File: src/hw/rtl/bds_pkg.sv
// Shared types, constants and the natural-log table of the BM25 document scorer.
// No dependencies; the top, sequencer, datapath and testbench import this package.
package bds_pkg;

  localparam int FRAC_BITS = 16;
  localparam int LOG_DEPTH = 256;
  localparam int LN_W      = 16;
  localparam int DIV_STEPS = 25;
  localparam int DIV_INT   = 9;

  // configuration register indexes
  localparam logic [7:0] CFG_DOC_COUNT      = 8'd0;
  localparam logic [7:0] CFG_AVG_DOC_LENGTH = 8'd1;

  localparam logic signed [41:0] SCORE_MAX = 42'sd549755813887;
  localparam logic signed [41:0] SCORE_MIN = -42'sd549755813888;

  typedef logic [LN_W-1:0] ln_tbl_t [LOG_DEPTH+1];

  // floor(num / den) by shift and subtract, used only while building the table
  function automatic longint unsigned const_quot(longint unsigned num,
                                                 longint unsigned den);
    longint unsigned q, r;
    q = 0;
    r = 0;
    for (int b = 63; b >= 0; b--) begin
      r = {r[62:0], num[b]};
      if (r >= den) begin
        r    = r - den;
        q[b] = 1'b1;
      end
    end
    return q;
  endfunction

  // ln(1 + i/depth) = 2*atanh(i/(2*depth+i)), series in Q30, rounded to FRAC_BITS
  function automatic ln_tbl_t build_ln_tbl();
    ln_tbl_t tbl;
    longint unsigned z, z2, t, s;
    for (int i = 0; i <= LOG_DEPTH; i++) begin
      z  = const_quot(64'(i) << 30, 64'(2 * LOG_DEPTH + i));
      z2 = (z * z) >> 30;
      t  = z;
      s  = 0;
      for (int k = 1; k < 80; k += 2) begin
        if (t != 0) begin
          s = s + const_quot(t, 64'(k));
          t = (t * z2) >> 30;
        end
      end
      s = s * 2;
      tbl[i] = LN_W'((s + (64'd1 << (29 - FRAC_BITS))) >> (30 - FRAC_BITS));
    end
    return tbl;
  endfunction

  localparam ln_tbl_t LN_TBL = build_ln_tbl();

  typedef enum logic [4:0] {
    OP_NONE,
    OP_LOAD,
    OP_MUL,
    OP_TF_INIT,
    OP_DIV_STEP,
    OP_TF_END,
    OP_Q_INIT,
    OP_Q_END,
    OP_LN_INIT,
    OP_NORM,
    OP_LN_FETCH,
    OP_LN_MUL,
    OP_LN_END,
    OP_TQ,
    OP_TERM,
    OP_ACC
  } bds_op_e;

  typedef struct packed {
    bds_op_e op;
    logic    div_int;
    logic    ln_sel;
  } bds_cmd_t;

  typedef struct packed {
    logic norm_done;
    logic last;
    logic out_full;
  } bds_stat_t;

endpackage

File: src/hw/rtl/bds_ctrl.sv
// Sequencer of the BM25 scorer: walks one term through divide, log and
// accumulate steps. Depends on bds_pkg.
module bds_ctrl import bds_pkg::*; (
  input  logic      clk_i,
  input  logic      rst_ni,
  input  logic      in_valid_i,
  output logic      in_ready_o,
  input  bds_stat_t stat_i,
  output bds_cmd_t  cmd_o
);

  typedef enum logic [3:0] {
    S_IDLE, S_MUL, S_TF_INIT, S_TF_DIV, S_TF_END, S_Q_INIT, S_Q_DIV, S_Q_END,
    S_LN_INIT, S_LN_NORM, S_LN_FETCH, S_LN_MUL, S_LN_END, S_TQ, S_TERM, S_ACC
  } state_e;

  state_e     state_q;
  logic [4:0] cnt_q;
  logic       sel_q;
  logic       acc_hold;

  assign in_ready_o = (state_q == S_IDLE);
  assign acc_hold   = stat_i.last && stat_i.out_full;

  // decode the command for the current step; the last integer step already
  // moves the remainder into fraction alignment
  always_comb begin
    cmd_o.div_int = (cnt_q < 5'(DIV_INT - 1));
    cmd_o.ln_sel  = sel_q;
    case (state_q)
      S_IDLE:     cmd_o.op = in_valid_i ? OP_LOAD : OP_NONE;
      S_MUL:      cmd_o.op = OP_MUL;
      S_TF_INIT:  cmd_o.op = OP_TF_INIT;
      S_TF_DIV:   cmd_o.op = OP_DIV_STEP;
      S_TF_END:   cmd_o.op = OP_TF_END;
      S_Q_INIT:   cmd_o.op = OP_Q_INIT;
      S_Q_DIV:    cmd_o.op = OP_DIV_STEP;
      S_Q_END:    cmd_o.op = OP_Q_END;
      S_LN_INIT:  cmd_o.op = OP_LN_INIT;
      S_LN_NORM:  cmd_o.op = OP_NORM;
      S_LN_FETCH: cmd_o.op = OP_LN_FETCH;
      S_LN_MUL:   cmd_o.op = OP_LN_MUL;
      S_LN_END:   cmd_o.op = OP_LN_END;
      S_TQ:       cmd_o.op = OP_TQ;
      S_TERM:     cmd_o.op = OP_TERM;
      S_ACC:      cmd_o.op = acc_hold ? OP_NONE : OP_ACC;
      default:    cmd_o.op = OP_NONE;
    endcase
  end

  // advance the step sequence
  always_ff @(posedge clk_i or negedge rst_ni) begin
    if (!rst_ni) begin
      state_q <= S_IDLE;
      cnt_q   <= '0;
      sel_q   <= 1'b0;
    end else begin
      case (state_q)
        S_IDLE:    if (in_valid_i) state_q <= S_MUL;
        S_MUL:     state_q <= S_TF_INIT;
        S_TF_INIT: begin
          cnt_q   <= '0;
          state_q <= S_TF_DIV;
        end
        S_TF_DIV: begin
          cnt_q <= cnt_q + 5'd1;
          if (cnt_q == 5'(DIV_STEPS - 1)) state_q <= S_TF_END;
        end
        S_TF_END:  state_q <= S_Q_INIT;
        S_Q_INIT: begin
          cnt_q   <= '0;
          state_q <= S_Q_DIV;
        end
        S_Q_DIV: begin
          cnt_q <= cnt_q + 5'd1;
          if (cnt_q == 5'(DIV_STEPS - 1)) state_q <= S_Q_END;
        end
        S_Q_END: begin
          sel_q   <= 1'b0;
          state_q <= S_LN_INIT;
        end
        S_LN_INIT:  state_q <= S_LN_NORM;
        S_LN_NORM:  if (stat_i.norm_done) state_q <= S_LN_FETCH;
        S_LN_FETCH: state_q <= S_LN_MUL;
        S_LN_MUL:   state_q <= S_LN_END;
        S_LN_END: begin
          if (!sel_q) begin
            sel_q   <= 1'b1;
            state_q <= S_LN_INIT;
          end else begin
            state_q <= S_TQ;
          end
        end
        S_TQ:   state_q <= S_TERM;
        S_TERM: state_q <= S_ACC;
        S_ACC:  if (!acc_hold) state_q <= S_IDLE;
        default: state_q <= S_IDLE;
      endcase
    end
  end

  property p_div_len;
    @(posedge clk_i) disable iff (!rst_ni)
      (state_q == S_TF_DIV || state_q == S_Q_DIV) |-> cnt_q < 5'(DIV_STEPS);
  endproperty
  a_div_len: assert property (p_div_len) else $error("divide step count overrun");

  property p_ln_order;
    @(posedge clk_i) disable iff (!rst_ni)
      (state_q == S_TQ) |-> sel_q;
  endproperty
  a_ln_order: assert property (p_ln_order) else $error("idf taken before both logs");

  property p_hold;
    @(posedge clk_i) disable iff (!rst_ni)
      (state_q == S_ACC && acc_hold) |=> state_q == S_ACC;
  endproperty
  a_hold: assert property (p_hold) else $error("score dropped while output full");

endmodule

File: config.mk
export PLATFORM = sky130hd
export DESIGN_NAME = bds_ctrl
export DESIGN_NICKNAME = d
export VERILOG_FILES = /design/src/hw/rtl/bds_pkg.sv /design/src/hw/rtl/bds_ctrl.sv
export SDC_FILE = /design/constraint.sdc
export NUM_CORES = 1
export LEC_CHECK = 0
export BUFFER_PORTS_ARGS = -buffer_cell sky130_fd_sc_hd__buf_2
export CORE_ASPECT_RATIO = 0.5
export CORE_MARGIN = 2
export CORE_UTILIZATION = 30
export CTS_BUF_LIST = sky130_fd_sc_hd__clkbuf_4 sky130_fd_sc_hd__clkbuf_8
export CTS_CLUSTER_SIZE = 20
export DETAILED_ROUTE_END_ITERATION = 8
export PLACE_DENSITY = 0.6
export SKIP_LAST_GASP = 1
export SYNTH_ARGS = -nofsm -noshare
export SYNTH_HDL_FRONTEND = slang
export SYNTH_SLANG_ARGS = --single-unit
File: constraint.sdc
create_clock -name clk_i -period 1.4 [get_ports clk_i]
set_input_delay 0.42 -clock clk_i [delete_from_list [all_inputs] [get_ports clk_i]]
set_output_delay 0.42 -clock clk_i [all_outputs]
set_load 0.02 [all_outputs]
# Word level (Yosys, flattened, before mapping)
# Cells that the tools add are included.
# W data, S select, Z words.
[totals]
reg_bits = 10
latchBits = 0
mem_bits_rw = 0
rom_bits = 0
inputBits = 6
word_cells = 45
mem_count = 0
[classes]
addsub = 1
mul = 0
n_div = 0
magnitude_cmp = 1
n_eq_ne = 21
shifts = 0
mux = 12
bitwise = 0
n_reduce_logical = 7
[op_table]
columns = ["cell", "n"]
rows = [
  ["$pmux W5 S15", 1],
  ["$pmux W4 S16", 1],
  ["$eq A4 B4 Y1 const B", 8],
  ["$mux W4", 6],
  ["$eq A4 B3 Y1 const B", 4],
  ["$ne A2 B2 Y1 const B", 5],
  ["$pmux W5 S2", 1],
  ["$eq A4 B2 Y1 const B", 2],
  ["$add A5 B1 Y5 const B", 1],
  ["$eq A5 B5 Y1 const B", 1],
  ["$lt A5 B4 Y1 const B", 1],
  ["$reduce_and A5 Y1", 1],
  ["$eq A4 B1 Y1 const B", 1],
  ["$logic_not A4 Y1", 1],
  ["$reduce_bool A2 Y1", 2],
  ["$reduce_or A2 Y1", 2],
  ["$mux W3", 1],
  ["$pmux W1 S2", 1],
  ["$logic_and A1 B1 Y1", 1],
  ["$mux W1", 1],
]

# Depth between registers and ports, before layout
# Gate-level depths: netlist (run 1).
[logic_depth]
depth_word = 3
depth_mapped = 5
mapped_depth_nobuf = 5

# Worst setup path before layout (run 1)
# Ideal clock, no wire load.
[synth_timing]
kind = "register -> output"
startpoint = "reg state_q[3]"
endpoint = "out in_ready_o"
arrival_ns = 1.469
slack_ns = -0.489
path_stages_with_launch = 4
path_buffers = 2
path_cell_list = "dfrtp_1 > buf_2 > buf_2 > nor4_1"
[synth_between]
elab_chain_cells = 1
[synth_rtl]
columns = ["item", "line", "text"]
rows = [
  ["start, declared", "bds_ctrl.sv:17", "state_e state_q;"],
  ["start signal, assigned", "bds_ctrl.sv:54", "state_q <= S_IDLE;"],
  ["start signal, assigned", "bds_ctrl.sv:59", "S_IDLE: if (in_valid_i) state_q <= S_MUL;"],
  ["start signal, assigned", "bds_ctrl.sv:60", "S_MUL: state_q <= S_TF_INIT;"],
  ["$logic_not A4 Y1", "bds_ctrl.sv:22", "assign in_ready_o = (state_q == S_IDLE);"],
  ["end, declared", "bds_ctrl.sv:7", "output logic in_ready_o,"],
]
# Every way passes these cells.

==> parameters.txt, run 1 <==
Parameter                              Value

Synth
  Unique masters post-synth    40
  Netlist Area Pre-Place    813 sq um
  Post-Syn Area per Cell    8.13 sq um
  Total nets after synthesis    108
  Number of flip-flops and latches in the synthesized netlist    10
  Number of standard cells after synthesis    100
  Dominant register cell in the synthesized netlist    sky130_fd_sc_hd__dfrtp_1
  Ys async rst share    1.00
  Sequential-to-total area share from yosys stat    0.308
  Number of warnings printed during yosys synthesis    0
  Post-synth EDFFs    0

Global route
  Congestion Overflow GR    0
  Number of antenna violations at the first check in global routing    0
  Total routing resource utilization after global routing    0.141
  Vias in the first global route    803
  Global-route wire length before repair    3350 um
  Pin count of the biggest net entering global routing    17

Routing
  Iteration count of the initial detailed-routing pass    4
  Wirelength, routed    2220 um
  Wire length per cell    12.4 um
  Via count normalized by instance count    4.86
  Routed Antenna Nets    0
  Residual DRC count    0
  Initial DRC count    41
  Number of vias in the routed layout    874

Layout
  Area delta synth->final    69.7%
  Leading cell type in the layout, fill and taps excluded    sky130_fd_sc_hd__buf_4
  Antenna fix cells    0
  Layout cell share with drive strength beyond 1    0.538
  Filler instances    238
  Commonest cells after routing, fill and taps aside    33 x sky130_fd_sc_hd__buf_4, 9 x sky130_fd_sc_hd__nand2_1, 8 x sky130_fd_sc_hd__nor2_1, 8 x sky130_fd_sc_hd__a21oi_1, 8 x sky130_fd_sc_hd__buf_6
  Final net count    153
  Final cell area excluding filler cells    1380 sq um

Placement
  Port Buf Inserts    12
  HPWL Detailed    1580 um
  Dpl cell area    1150 sq um
  Setup WS pre-CTS    -0.164 ns
  Gp weighted congestion    0.793

Die
  Die Footprint    3170 sq um
  Starting density of the core    0.314
  Vertical die dimension    40.8 um
  Number of core rows    13
  Count of pins on the block boundary    14
  Die W    77.6 um
  Core region area    2590 sq um

Timing
  Maximum clock rate    0.575 GHz
  Worst clock skew    0.00266 ns
  Fraction of the cycle the final worst path needs    1.24
  Setup TNS    -1.79 ns
  Final Slew Violations    0
  Final WS setup    -0.341 ns
  Final hold violations    0
  Shortest period the worst path allows    1.74 ns
  Unrepaired setup endpoints after global routing    true
  Setup Viol. Count Final    10

Power and ir drop
  Cell Pwr Density    445 nW/um^2
  Leakage    0.641 nW
  Worst vdd ir    0.000235 V
  Final total power    0.614 mW

Clocking
  Clock tree from TritonCTS    built
  Library cell used as clock root buffer    sky130_fd_sc_hd__clkbuf_8
  CTS HTree Levels    1
  Clock Latency Late Sink    0.23 ns
  Sinks on Clock Net    10
  Number of buffers added by the clock tree synthesis step    3
  Clock transition time at the flip-flop clock pins of the worst setup and hold paths    0.05 ns
  Count of hold-fix buffers inserted at cts    0
  CTS Buffer Depth    2

Setup path
  Cell breakdown of the critical path    buf_12, o32ai_2, a21oi_2, buf_4
  Worst path slowest cell    sky130_fd_sc_hd__dfrtp_2
  Category of the critical setup timing path    flop to output pin
  Reg-to-reg setup timing slack    -0.12 ns
  Data required time at the worst endpoint    0.98 ns
  CP Max Fanout    16
  Count of cells along the worst register-to-register path    6
  Signal arrival time at the worst endpoint    1.32 ns
  Largest stage delay on the critical path    0.45 ns
  Count of buffer and inverter cells on the critical path    2
  Startpoint type of the worst setup path    flop
  Critical R2R Capture    cnt_q[3]
  Cell family with the largest share of critical-path delay    flip-flops
  Critical path endpoint category    output pin
  FF-to-FF Start    state_q[0]

Status
  Run status    complete, but fails checks
  Failing checks    setup timing

Min path
  Hold Crit Class    input port to asynchronous set/reset pin

Run
  Max-capacitance violation count    0
## power by group
| part | switching, mW | internal, mW |
|---|---|---|
| sequential | 0 | 0.290 |
| clock | 0.113 | 0.188 |
| combinational | 0.0148 | 0.00781 |
| total | 0.128 | 0.486 |
## cell type report
type	instances	area (sq um)	share of cell area
Sequential cell	10	254	0.184
Clock buffer	3	41.3	0.0299
Inverter	4	15.0	0.0109
Multi-Input combinational cell	77	631	0.457
Timing Repair Buffer	49	393	0.285
Tap cell	37	46.3	0.0335
## flip-flops by register name, summed over array words and instances, names as in the netlist
register / count
sel_q: 1
cnt_q: 5
state_q: 4
## worst max-delay path by stage
stage | from | slack, ns | endpoint | depth (start not counted)
floorplan | state_q[3] | -0.12 | in_ready_o | 3
global placement | state_q[0] | -0.16 | cmd_o[2] | 5
detailed placement | state_q[1] | -0.16 | cmd_o[3] | 4
CTS | state_q[0] | -0.33 | cmd_o[3] | 5
global route | state_q[0] | -0.39 | cmd_o[2] | 5
finish | state_q[3] | -0.34 | cmd_o[3] | 4
## what timing repair did
item,CTS,global route
buffers inserted,5,1
setup endpoints to repair,11,14
pin swaps,7,7
resized for setup,20,14
## metrics by stage
step                std cells   util  hold WS [ns]
floorplan                 100      -         0.124
CTS                       179  0.505        0.0517
detailed placement        171  0.447         0.306
global placement          171  0.447         0.303
finish                    180  0.534        0.0437
global route              180  0.534        0.0584
## synthesized netlist by cell type, types with 2 or more instances
| master | instances | area, sq um |
|---|---|---|
| sky130_fd_sc_hd__a21oi_1 | 11 | 55.1 |
| sky130_fd_sc_hd__buf_2 | 5 | 25.0 |
| sky130_fd_sc_hd__buf_4 | 4 | 30.0 |
| sky130_fd_sc_hd__dfrtp_1 | 10 | 250 |
| sky130_fd_sc_hd__ha_1 | 2 | 25.0 |
| sky130_fd_sc_hd__inv_1 | 3 | 11.3 |
| sky130_fd_sc_hd__mux2_4 | 2 | 30.0 |
| sky130_fd_sc_hd__nand2_1 | 10 | 37.5 |
| sky130_fd_sc_hd__nand3_1 | 2 | 10.0 |
| sky130_fd_sc_hd__nand3b_1 | 2 | 15.0 |
| sky130_fd_sc_hd__nand4_1 | 2 | 12.5 |
| sky130_fd_sc_hd__nor2_1 | 9 | 33.8 |
| sky130_fd_sc_hd__nor3_1 | 3 | 15.0 |
| sky130_fd_sc_hd__nor3b_1 | 2 | 15.0 |
| sky130_fd_sc_hd__o21a_1 | 3 | 22.5 |
| sky130_fd_sc_hd__o21ai_0 | 4 | 20.0 |
| sky130_fd_sc_hd__o21ai_1 | 3 | 15.0 |
## cell families (layout without fill, tap and decap cells)
group                    after synthesis  after routing  synth area share
AO/OA/AOI/OAI                         29             29             0.220
XOR/XNOR                               1              1            0.0108
adder cells (fa/ha/maj)                3              3            0.0431
buffers and inverters                 13             56            0.0861
flip-flops                            10             10             0.308
multiplexers                           3              3            0.0508
other                                  1              1           0.00461
AND/OR/NAND/NOR                       40             40             0.277
## metal layers
layer | track usage | wire [um] | vias to the layer above
met1 | 0.159 | 1070 | 413
met3 | 0.0463 | 58 | 2
met5 | 0 | 0 | -
met2 | 0.278 | 1080 | 12
met4 | 0.0313 | 13 | 0
li1 | - | - | 447
Power figures use the tool's default switching activity.
==> run 2, diff against run 1 <==
--- a/config.mk
+++ b/config.mk
@@ -6,13 +6,12 @@
 export NUM_CORES = 1
 export LEC_CHECK = 0
 export BUFFER_PORTS_ARGS = -buffer_cell sky130_fd_sc_hd__buf_2
-export CORE_ASPECT_RATIO = 0.5
 export CORE_MARGIN = 2
-export CORE_UTILIZATION = 30
+export CORE_UTILIZATION = 40
 export CTS_BUF_LIST = sky130_fd_sc_hd__clkbuf_4 sky130_fd_sc_hd__clkbuf_8
 export CTS_CLUSTER_SIZE = 20
 export DETAILED_ROUTE_END_ITERATION = 8
-export PLACE_DENSITY = 0.6
+export PLACE_DENSITY = 0.72
 export SKIP_LAST_GASP = 1
 export SYNTH_ARGS = -nofsm -noshare
 export SYNTH_HDL_FRONTEND = slang
==> run 2 against run 1 <==
Compared with the run above:
- the run still ends with setup timing left
- critical path depth increased by 1
- register-to-register slack worse by 0.23 ns
- fmax down 9.8%
- sequential power hardly changed
- power decreased by 3.3%
- critical path type unchanged
- critical endpoint is now cmd_o[2]
- highest routed layer unchanged
==> parameters.txt, run 2 (synthesis gave the netlist of run 1 again) <==
Parameter                              Value

Status
  Run status    complete, but fails checks
  Failing checks    setup timing

Power and ir drop
  Leakage    0.715 nW (+11%)
  Worst vdd ir    0.000458 V (+95%)
  Cell Pwr Density    390 nW/um^2 (-12%)

Clocking
  Number of buffers added by the clock tree synthesis step    3 (unchanged)
  CTS Buffer Depth    2 (unchanged)
  Clock transition time at the flip-flop clock pins of the worst setup and hold paths    0.08 ns (+0.03 ns)
  Library cell used as clock root buffer    sky130_fd_sc_hd__clkbuf_4
  CTS HTree Levels    1 (unchanged)
  Sinks on Clock Net    10 (unchanged)
  Clock Latency Late Sink    0.28 ns (+0.05 ns)
  Clock tree from TritonCTS    built

Layout
  Number of cells in the finished layout apart from fillers    181 (+0.56%)
  Max FFs per register    5 (unchanged)
  Registers with the highest flip-flop counts    cnt_q (5), state_q (4), sel_q (1)
  Commonest cells after routing, fill and taps aside    38 x sky130_fd_sc_hd__buf_4, 9 x sky130_fd_sc_hd__buf_6, 8 x sky130_fd_sc_hd__nor2_1, 8 x sky130_fd_sc_hd__a21oi_1, 8 x sky130_fd_sc_hd__buf_2
  Filler instances    124 (-48%)
  Leading cell type in the layout, fill and taps excluded    sky130_fd_sc_hd__buf_4
  Area delta synth->final    87.1%
  Final cell area excluding filler cells    1520 sq um (+10%)
  Antenna fix cells    0 (unchanged)
  Post-layout utilization of the core    0.784 (+0.250)
  Final net count    163 (+6.5%)
  Register name with the most flops    cnt_q
  Layout cell share with drive strength beyond 1    0.604 (+0.0654)

Timing
  Worst hold slack after final layout    0.478 ns (+0.434 ns)
  Final WS setup    -0.529 ns (-0.188 ns)
  Final hold violations    0 (unchanged)
  Setup TNS    -3.79 ns (-2.00 ns)
  Setup Viol. Count Final    13 (+3)
  Maximum clock rate    0.518 GHz (-9.8%)
  Shortest period the worst path allows    1.93 ns (+0.188 ns)
  Final Slew Violations    0 (unchanged)
  Worst clock skew    0.00770 ns (+0.00504 ns)
  Unrepaired setup endpoints after global routing    true
  Fraction of the cycle the final worst path needs    1.38 (+0.135)

Die
  Die Footprint    2410 sq um (-24%)
  Number of core rows    16 (+3)
  Starting density of the core    0.419 (+0.104)
  Die W    49.1 um (-37%)
  Vertical die dimension    49.1 um (+20%)
  Core region area    1940 sq um (-25%)
  Count of pins on the block boundary    14 (unchanged)

Min path
  Hold Crit Class    input port to flop

Routing
  Routed Antenna Nets    0 (unchanged)
  Residual DRC count    0 (unchanged)
  Number of vias in the routed layout    1089 (+25%)
  Wire length per cell    20.8 um (+68%)
  Wirelength, routed    3760 um (+69%)
  Iteration count of the initial detailed-routing pass    6 (+2)
  Via count normalized by instance count    6.02 (+24%)
  Initial DRC count    92 (+120%)

Setup path
  Category of the critical setup timing path    flop to output pin
  CP Max Fanout    3 (-13)
  Signal arrival time at the worst endpoint    1.51 ns (+0.19 ns)
  Startpoint type of the worst setup path    flop
  Critical path endpoint category    output pin
  Data required time at the worst endpoint    0.98 ns (about the same)

Placement
  Dpl cell area    1110 sq um (-3.9%)
  Gp weighted congestion    0.942 (+19%)
  Port Buf Inserts    12 (unchanged)
  HPWL Detailed    1620 um (+2.7%)
  Placed Instances    155 (-9.4%)

Run
  Max-capacitance violation count    0 (unchanged)

Global route
  Total routing resource utilization after global routing    0.278 (+0.136)
  Congestion Overflow GR    0 (unchanged)
  Vias in the first global route    1047 (+30%)
  Pin count of the biggest net entering global routing    11 (-6)
  Global-route wire length before repair    5030 um (+50%)
  Number of antenna violations at the first check in global routing    0 (unchanged)
run 2: cell types whose count changed in the layout (fill, tap and decap cells not counted), sizes merged:
| cell | change |
|---|---|
| dlygate4sd3 | +1 |
| buf | +9 |
| clkbuf | +1 |
run 2: final timing paths:
path / slack, ns / cells past startpoint / endpoint / startpoint
max: -0.53 / 5 / cmd_o[2] / state_q[0]
min: 0.48 / 3 / state_q[0] / in_valid_i
max reg2reg: -0.35 / 7 / cnt_q[1] / state_q[3]
min reg2reg: 0.61 / 2 / sel_q / sel_q
max in group asynchronous: 0.62 / 2 / state_q[3] / rst_ni
min in group asynchronous: 0.55 / 2 / state_q[0] / rst_ni
run 2: worst max-delay path: stages, from the launching register on:
cell	delay, ns
sky130_fd_sc_hd__dfrtp_2	0.42
sky130_fd_sc_hd__buf_4	0.16
sky130_fd_sc_hd__o21bai_1	0.19
sky130_fd_sc_hd__nand2_1	0.15
sky130_fd_sc_hd__a21oi_4	0.17
sky130_fd_sc_hd__buf_6	0.14
run 2: where the power goes:
part | internal [mW] | switching (mW) | leakage, nW
combinational | 0.00963 | 0.0176 | 0.578
clock | 0.159 | 0.119 | 0.0210
sequential | 0.289 | 0 | 0.116
run 2: routing by layer:
| layer | wire length [um] | up-vias | track usage |
|---|---|---|---|
| li1 | - | 466 | - |
| met1 | 1440 | 507 | 0.323 |
| met2 | 1840 | 86 | 0.495 |
| met3 | 247 | 30 | 0.0491 |
| met4 | 227 | 0 | 0.119 |
| met5 | 0 | - | 0 |
run 2: timing repair:
item                                    in CTS  in global routing
endpoints found under the setup margin      13                 14
cloned                                       0                  0
setup buffers                               14                  7
pin swaps                                   10                  5
hold buffers                                 1                  0
resized for setup                           32                 18
hold endpoints to repair                    10                  0
run 2: stage by stage:
step / setup slack (ns) / power, mW
floorplan: -0.124 / 0.302
global placement: -0.206 / 0.316
detailed placement: -0.222 / 0.316
CTS: -0.375 / 0.587
global route: -0.545 / 0.606
finish: -0.529 / 0.593
run 2: layout make-up:
| type | instances | area [sq um] | area share |
|---|---|---|---|
| tap | 27 | 33.8 | 0.0222 |
| inverter | 4 | 15.0 | 0.00987 |
| timing repair buffer | 59 | 497 | 0.326 |
| sequential | 10 | 255 | 0.168 |
| clock buffer | 4 | 36.3 | 0.0238 |
| multi-input combinational | 77 | 684 | 0.450 |
